**config.mk**
```make
export PLATFORM = sky130hd
export DESIGN_NAME = chj_ram
export DESIGN_NICKNAME = d
export VERILOG_FILES = /design/src/sv/chj_ram.sv
export SDC_FILE = /design/constraint.sdc
export NUM_CORES = 1
export LEC_CHECK = 0
export ABC_AREA = 1
export BUFFER_PORTS_ARGS = -buffer_cell sky130_fd_sc_hd__buf_2
export CAP_MARGIN = 0
export CORE_MARGIN = 10
export CORE_UTILIZATION = 35
export DETAILED_ROUTE_END_ITERATION = 8
export PLACE_DENSITY = 0.53
export SYNTH_ARGS = -nofsm -noshare
export SYNTH_HDL_FRONTEND = slang
export SYNTH_SLANG_ARGS = --single-unit
```
**constraint.sdc**
```tcl
create_clock -name clk -period 1.23 [get_ports clk]
set_clock_uncertainty 0.05 [all_clocks]
set_input_delay 0.0615 -clock clk [delete_from_list [all_inputs] [get_ports clk]]
set_output_delay 0.0615 -clock clk [all_outputs]
set_load 0.02 [all_outputs]
```
**src/sv/chj_ram.sv**
```systemverilog
// Generic single-write, single-read RAM with registered read data.
module chj_ram #(
  parameter int WIDTH = 8,
  parameter int DEPTH = 16
) (
  input  logic                     clk,
  input  logic                     wr_en,
  input  logic [$clog2(DEPTH)-1:0] wr_addr,
  input  logic [WIDTH-1:0]         wr_data,
  input  logic [$clog2(DEPTH)-1:0] rd_addr,
  output logic [WIDTH-1:0]         rd_data
);
  logic [WIDTH-1:0] mem [DEPTH];

  always_ff @(posedge clk) begin
    if (wr_en) mem[wr_addr] <= wr_data;
    rd_data <= mem[rd_addr];
  end
endmodule

```
# After elaboration in Yosys (flattened, before gate mapping)
# Memory sizes are Yosys's and may differ from the RTL's. A register that Yosys moved wholly into a read port is not among the register bits.
# Index checks and enable logic that the tools add are counted.
[classes]
mux = 2
[ops]
columns = ["operator", "n"]
rows = [
  ["$mux 1", 2],
]
[totals]
ff_bits = 0
ram_bits = 128
inputBits = 18
out_inout_bits = 8
word_cells = 3
memories = 1
[mem_list]
columns = ["memory", "depth", "word_bits", "read_ports", "rd_clocked_by_memory_dff", "wr", "line_no", "rtl"]
rows = [
  ["mem", 16, 8, 1, 1, 1, "13", "logic [WIDTH-1:0] mem [DEPTH];"],
]

# Logic depth before layout (Yosys ltp)
# Gate-level depths: netlist of the first run.
[logic_depth]
ltp_word = 2
mapped_depth = 8
ltp_nobuf = 7

# Least setup slack after synthesis of the first run
# No wires, ideal clock.
[synth_path]
path_kind = "input-to-reg"
startpoint = "input wr_addr[2]"
endpoint = "memory mem[10][0], enable pin"
setup_time_ns = 0.370
t_arrival_ns = 0.642
t_required_ns = 0.810
slack_ns = 0.168
stages = 2
path_buffers = 0
cell_sequence = "nand3b_1 > nor2_1"
[synth_lines]
columns = ["item", "line_no", "rtl"]
rows = [
  ["start: declaration", "8", "input logic [$clog2(DEPTH)-1:0] wr_addr,"],
  ["end: declaration", "13", ""],
]
# No word-level cell before the write port.

==> results of run 1 <==
## layer usage
layer	global-route usage (%)	share of wire, %	up-vias
met4	5.45	2.0	0
met5	0	0	-
met1	16.5	48	1760
met2	18.9	45	90
met3	3.58	4.9	13
li1	-	-	1869
## per-stage QoR
stage | instance area [sq um] | setup TNS (ns) | hold WS, ns | total power, mW
after floorplan | 5770 | 0 | 0.110 | 5.71
after global placement | 6260 | -0.0326 | 0.432 | 6.02
after detailed placement | 6260 | -0.0246 | 0.430 | 6.02
after CTS | 6900 | 0 | 0.00586 | 11.4
after global routing | 6900 | 0 | 0.0113 | 11.7
final | 6900 | 0 | 0.00953 | 11.3
## cell usage after synthesis
| library cell | count |
|---|---|
| sky130_fd_sc_hd__edfxtp_1 | 128 |
| sky130_fd_sc_hd__dfxtp_1 | 8 |
| sky130_fd_sc_hd__nor2_1 | 17 |
| sky130_fd_sc_hd__inv_1 | 100 |
| sky130_fd_sc_hd__buf_1 | 1 |
| sky130_fd_sc_hd__buf_2 | 13 |
| sky130_fd_sc_hd__inv_2 | 2 |
| sky130_fd_sc_hd__nand3b_1 | 2 |
| sky130_fd_sc_hd__nand2_1 | 173 |
| sky130_fd_sc_hd__buf_6 | 6 |
| sky130_fd_sc_hd__buf_4 | 4 |
| sky130_fd_sc_hd__nand3_1 | 97 |
## sequential cells by signal, summed over array words and instances, names as in the netlist
name	flops
rd_data	8
mem	128
## power groups by stage
| stage | clock network, mW | registers, mW | logic, mW |
|---|---|---|---|
| after floorplan | 0 | 5.34 | 0.366 |
| after global placement | 0 | 5.31 | 0.703 |
| after detailed placement | 0 | 5.31 | 0.708 |
| after CTS | 5.49 | 5.22 | 0.712 |
| after global routing | 5.70 | 5.22 | 0.780 |
| final | 5.40 | 5.22 | 0.698 |
## how the worst min path moves through the flow
stage / from / end / slack (ns) / cells after the start
3_5_place_dp: rd_data[2] / rd_data[2] / 0.43 / 1
3_3_place_gp: rd_data[4] / rd_data[4] / 0.43 / 1
4_1_cts: wr_data[1] / mem[7][1] / 0.006 / 1
2_1_floorplan: wr_data[0] / mem[0][0] / 0.11 / 0
6_report: wr_data[4] / mem[8][4] / 0.01 / 1
5_1_grt: wr_data[1] / mem[0][1] / 0.01 / 1
## cell families (layout without fill, tap and decap cells)
family / count (synthesis) / in the layout
flip-flops: 136 / 136
buffers and inverters: 126 / 188
AND/OR/NAND/NOR: 289 / 289
## cell usage in the layout, fill, tap and decap left out
cell type                    synthesis  final
sky130_fd_sc_hd__clkinv_1            0      1
sky130_fd_sc_hd__clkinvlp_4          0      2
sky130_fd_sc_hd__clkinv_2            0      6
sky130_fd_sc_hd__inv_1             100    100
sky130_fd_sc_hd__clkinv_4            0      1
sky130_fd_sc_hd__nand3_1            97     97
sky130_fd_sc_hd__clkbuf_16           0     17
sky130_fd_sc_hd__buf_4               4     25
sky130_fd_sc_hd__buf_2              13     25
sky130_fd_sc_hd__bufinv_16           0      5
sky130_fd_sc_hd__inv_2               2      2
sky130_fd_sc_hd__buf_12              0      4
sky130_fd_sc_hd__edfxtp_1          128    128
sky130_fd_sc_hd__nor2_1             17     17
sky130_fd_sc_hd__dfxtp_1             8      8
sky130_fd_sc_hd__nand2_1           173    173
sky130_fd_sc_hd__nand3b_1            2      2
## cell type report
cell class,instances,area (sq um),area share [%]
inverter,102,383,5.55
timing repair buffer,54,393,5.70
tap,216,270,3.92
sequential,136,4000,58.1
clock inverter,15,208,3.01
multi-input combinational,289,1210,17.6
clock buffer,17,425,6.17
==> flow_metrics.py, run 1 <==
metrics = {
    "timing": {
        "timing_worst_slew_pin_value_ns": 0.398,
        "timing.slew.headroom_pct": 73.5,
        "max_clock_freq_mhz": 913,
        "final.period_utilization_pct": 89.0,
        "maxSlewViolCount": 0,
        "final_period_minus_worst_setup_slack_ns": 1.10,
        "rsz0062_at_grt": "false",
        "finalHoldViolations": 0,
        "finalWorstSetupSlack_ns": 0.135,
        "finalSetupViolCount": 0,
    },
    "worst_setup_path": {
        "cp_cell_sequence": "inv_1 -> nand2_1 -> nand3_1 -> nand3_1 -> nand3_1 -> nand2_1",
        "timing.critical_path.slowest_stage_cell": "sky130_fd_sc_hd__edfxtp_1",
        "worstRegToRegCells": 6,
        "worst_ep_arrival_time_ns": 1.35,
        "reg2reg_slack_ns": 0.13,
        "critPathCaptureType": "register",
        "cp-startpoint": "mem[11][5]",
        "worst-endpoint-required_ns": 1.48,
        "worstSetupPathType": "register to register",
        "worst_path_largest_cell_delay_ns": 0.36,
        "worst-path-stages": 6,
        "critical_path.n_buffers_inverters": 1,
        "regToRegStartpoint": "mem[11][5]",
        "cp_max_fo": 1,
        "worst_path_most_repeated_cell": "sky130_fd_sc_hd__nand3_1",
        "timing.critical_path.max_delay_family": "simple AND/OR/NAND/NOR gates",
        "cp-endpoint": "rd_data[5]",
        "rr_endpoint": "rd_data[5]",
        "start_kind": "register",
    },
    "detailed_routing": {
        "drt_first_iter_violations": 298,
        "remaining_drc_errors": 0,
        "avg_vias_per_cell": 4.50,
        "vias": 3732,
        "firstDrtPassIters": 4,
        "post_drt_wl_per_cell_microns": 16.1,
        "routed_wl_microns": 13300,
        "final_antenna_net_count": 0,
    },
    "final_layout": {
        "layout_cells_sized_above_1_pct": 14.2,
        "layout_utilization_pct": 43.1,
        "final_net_count": 618,
        "syn_to_final_growth_pct": 19.6,
        "final-instance-count-excl-fill": 829,
        "fill_cells": 1537,
        "num_antenna_cells": 0,
    },
    "floorplanning": {
        "core-area_sq_um": 16000,
        "die_w_microns": 148,
        "floorplan.io_pins": 26,
        "dieArea_sq_um": 22000,
        "core.rowCount": 46,
        "start_util_pct": 36.0,
        "dieHeight_microns": 148,
    },
    "pwr": {
        "highest_ir_drop_seen_on_vdd_mv": 0.962,
        "power.combinational.fraction_pct": 6.2,
        "power.leakage_nw": 2.99,
        "swShare_pct": 20.8,
        "share_seq_of_total_power_pct": 46.1,
        "power.clock.fraction_pct": 47.7,
        "switching_power_mw": 2.36,
        "internal-power_mw": 8.96,
        "powerDensity_nw_per_um2": 1640,
    },
    "synth": {
        "synth.top_cells.by_area": "sky130_fd_sc_hd__edfxtp_1, sky130_fd_sc_hd__nand2_1, sky130_fd_sc_hd__nand3_1",
        "synth_cells": 551,
        "synth_cell_types": 12,
        "syn-cell-area_sq_um": 5770,
        "synth.net_count": 569,
        "synth.largest_area_cell": "sky130_fd_sc_hd__edfxtp_1",
        "yosysWarningCount": 0,
        "synth-seq-cells": 136,
        "synthAdderAreaFrac_pct": 0,
        "synth_top_family_by_area": "simple AND/OR/NAND/NOR gates",
        "synth-simple-area-share_pct": 21.0,
        "netlist.area_leader.share_pct": 66.7,
        "compound_gate_fraction_of_synth_area_pct": 0,
        "synth-xor-area-share_pct": 0,
        "avgSynthCellArea_sq_um": 10.5,
        "muxShareOfSynthArea_pct": 0,
        "synth.yosys.seq_area_share_pct": 69.4,
    },
    "place": {
        "detailed_place_hpwl_microns": 8740,
        "place.gp.congestion": 0.796,
        "port_buffers": 25,
        "placed_cells": 797,
        "dp_worst_setup_slack_ns": -0.0181,
    },
    "worst_hold_path": {
        "min_path_type": "input pin to register",
    },
    "clock_tree": {
        "postCtsResizedCells": 0,
        "max-clock-path-buffers": 2,
        "clkTransAtPathRegs_ns": 0.06,
        "clock_latency_late_sink_ns": 0.42,
        "clk_root_buffer_cell": "sky130_fd_sc_hd__clkbuf_16",
        "cts_tree": "yes",
        "post_cts_setup_repair_buffer_count": 0,
        "cts_made_buffers": 17,
        "h_tree_lvls": 4,
        "holdBufCountCts": 0,
        "cts.sinks": 136,
    },
    "run": {
        "drv.max_cap_violation_count": 0,
    },
    "global_route": {
        "first_global_vias": 3623,
        "overflow": 0,
        "grt_start_max_net_pins": 33,
        "grt_pass1_wl_microns": 20700,
        "initial_antenna_violation_count": 0,
        "gr-usage-all-layers_pct": 12.5,
    },
    "run_status": {
        "status": "complete, no violations",
    },
}
Note: power is estimated with default switching activity, not from simulation.
==> run 2: changes to the inputs <==
--- a/config.mk
+++ b/config.mk
@@ -8,9 +8,11 @@
 export ABC_AREA = 1
 export BUFFER_PORTS_ARGS = -buffer_cell sky130_fd_sc_hd__buf_2
 export CAP_MARGIN = 0
+export CORE_ASPECT_RATIO = 0.9
 export CORE_MARGIN = 10
 export CORE_UTILIZATION = 35
 export DETAILED_ROUTE_END_ITERATION = 8
+export MAX_ROUTING_LAYER = met4
 export PLACE_DENSITY = 0.53
 export SYNTH_ARGS = -nofsm -noshare
 export SYNTH_HDL_FRONTEND = slang
==> flow_metrics.py, run 2 (same netlist as run 1, synthesis figures left out) <==
metrics = {
    "run_status": {
        "status": "complete, no violations",
    },
    "place": {
        "detailed_place_hpwl_microns": 8850,
        "port_buffers": 25,
        "place.gp.congestion": 0.838,
    },
    "detailed_routing": {
        "vias": 3856,
        "avg_vias_per_cell": 4.69,
        "post_drt_wl_per_cell_microns": 16.6,
        "drt_first_iter_violations": 378,
        "remaining_drc_errors": 0,
        "routed_wl_microns": 13600,
        "firstDrtPassIters": 5,
        "final_antenna_net_count": 0,
    },
    "pwr": {
        "power.clock.fraction_pct": 45.8,
        "share_seq_of_total_power_pct": 47.6,
        "internal-power_mw": 8.57,
        "highest_ir_drop_seen_on_vdd_mv": 0.954,
        "switching_power_mw": 2.38,
        "power.combinational.fraction_pct": 6.6,
        "powerDensity_nw_per_um2": 1590,
        "finalPower_mw": 11.0,
        "power.leakage_nw": 2.99,
        "swShare_pct": 21.7,
    },
    "global_route": {
        "gr-usage-all-layers_pct": 13.1,
        "initial_antenna_violation_count": 0,
        "grt_start_max_net_pins": 39,
        "overflow": 0,
        "grt_pass1_wl_microns": 21000,
        "first_global_vias": 3628,
    },
    "worst_setup_path": {
        "worstSetupPathType": "register to register",
        "worst-endpoint-required_ns": 1.48,
        "start_kind": "register",
        "cp_cell_sequence": "inv_1 -> nand2_1 -> nand3_1 -> nand3_1 -> nand3_1 -> nand2_1",
        "timing.critical_path.max_delay_family": "simple AND/OR/NAND/NOR gates",
        "timing.critical_path.slowest_stage_cell": "sky130_fd_sc_hd__edfxtp_1",
        "worst_path_most_repeated_cell": "sky130_fd_sc_hd__nand3_1",
        "critPathCaptureType": "register",
        "worst_path_largest_cell_delay_ns": 0.37,
        "worst_ep_arrival_time_ns": 1.33,
        "cp_max_fo": 1,
        "critical_path.n_buffers_inverters": 1,
    },
    "timing": {
        "finalSetupViolCount": 0,
        "final.period_utilization_pct": 87.6,
        "max_clock_freq_mhz": 928,
        "finalHoldViolations": 0,
        "timing.slew.headroom_pct": 73.1,
        "hold_slack_ns": 0.0274,
        "timing_worst_slew_pin_value_ns": 0.404,
        "final_period_minus_worst_setup_slack_ns": 1.08,
        "maxSlewViolCount": 0,
        "rsz0062_at_grt": "false",
    },
    "run": {
        "drv.max_cap_violation_count": 0,
    },
    "final_layout": {
        "top_regs": "mem (128), rd_data (8)",
        "num_antenna_cells": 0,
        "fill_cells": 1536,
        "most_used_cells_in_the_layout_excluding_fill_and_tap_cells": "sky130_fd_sc_hd__nand2_1, sky130_fd_sc_hd__edfxtp_1, sky130_fd_sc_hd__inv_1, sky130_fd_sc_hd__nand3_1",
        "syn_to_final_growth_pct": 19.4,
        "registers.top_by_ff_count": "mem",
        "layout_cells_sized_above_1_pct": 14.0,
        "largest_register_ffs": 128,
        "final_common_cell": "sky130_fd_sc_hd__nand2_1",
        "final_net_count": 621,
    },
    "worst_hold_path": {
        "min_path_type": "input pin to register",
    },
    "clock_tree": {
        "clkTransAtPathRegs_ns": 0.06,
        "cts_tree": "yes",
        "clock_latency_late_sink_ns": 0.42,
        "cts.sinks": 136,
        "h_tree_lvls": 4,
        "cts_made_buffers": 17,
        "max-clock-path-buffers": 2,
        "clk_root_buffer_cell": "sky130_fd_sc_hd__clkbuf_16",
        "postCtsResizedCells": 0,
    },
    "floorplanning": {
        "core.rowCount": 44,
        "dieArea_sq_um": 22000,
        "die_w_microns": 155,
        "dieHeight_microns": 142,
        "start_util_pct": 35.8,
        "core-area_sq_um": 16100,
        "floorplan.io_pins": 26,
    },
}
[run 2: cell count changes in the layout (fill, tap and decap cells not counted)]
cell,delta
sky130_fd_sc_hd__dlygate4sd3_1,+1
sky130_fd_sc_hd__clkinv_1,+1
sky130_fd_sc_hd__clkbuf_1,+1
sky130_fd_sc_hd__clkinvlp_4,-2
sky130_fd_sc_hd__bufinv_16,-2
sky130_fd_sc_hd__clkinv_4,+4
sky130_fd_sc_hd__clkinv_2,-3
sky130_fd_sc_hd__buf_12,+2
[run 2: metrics by stage]
stage | cell area (sq um) | setup WS (ns) | instances | setup TNS [ns] | utilization, %
detailed placement | 6290 | -0.00324 | 790 | -0.00324 | 39.0
floorplan | 5770 | 0.168 | 551 | 0 | -
global route | 6890 | 0.0816 | 822 | 0 | 42.7
global placement | 6290 | 0.0000490 | 790 | 0 | 39.0
CTS | 6890 | 0.137 | 822 | 0 | 42.7
finish | 6890 | 0.152 | 822 | 0 | 42.7
[run 2: power by group through the flow]
stage	sequential [mW]	combinational [mW]	clock (mW)
after global placement	5.31	0.723	0
after floorplan	5.34	0.366	0
after detailed placement	5.31	0.729	0
after CTS	5.21	0.735	5.09
final	5.21	0.728	5.01
after global routing	5.22	0.800	5.32
[run 2: metal layers]
layer | global-route usage, % | vias up | wire [microns]
li1 | - | 1877 | -
met2 | 18.4 | 140 | 6100
met1 | 17.8 | 1828 | 6520
met4 | 5.02 | 0 | 191
met5 | - | - | 0
met3 | 3.17 | 11 | 816
[run 2: area by class of cell]
cell class	count	area, sq um	share of cell area [%]
flip-flops and latches	136	4000	58.1
multi-input cells	289	1210	17.6
inverters	102	383	5.56
repair buffers	57	443	6.43
clock buffers	18	429	6.23
clock inverters	13	156	2.27
well taps	207	259	3.76
[run 2: worst paths after layout]
check | endpoint | startpoint | depth (start not counted) | slack, ns
max | rd_data[2] | mem[10][2] | 6 | 0.15
min reg2reg | rd_data[2] | mem[7][2] | 6 | 0.63
min | mem[10][6] | wr_data[6] | 1 | 0.03
max reg2reg | rd_data[2] | mem[10][2] | 6 | 0.15
[run 2: timing repair]
| item | 4_1_cts | 5_1_grt |
|---|---|---|
| hold buffers | 1 | 0 |
| endpoints found under the hold margin | 4 | 0 |
| buffers inserted | 0 | 0 |
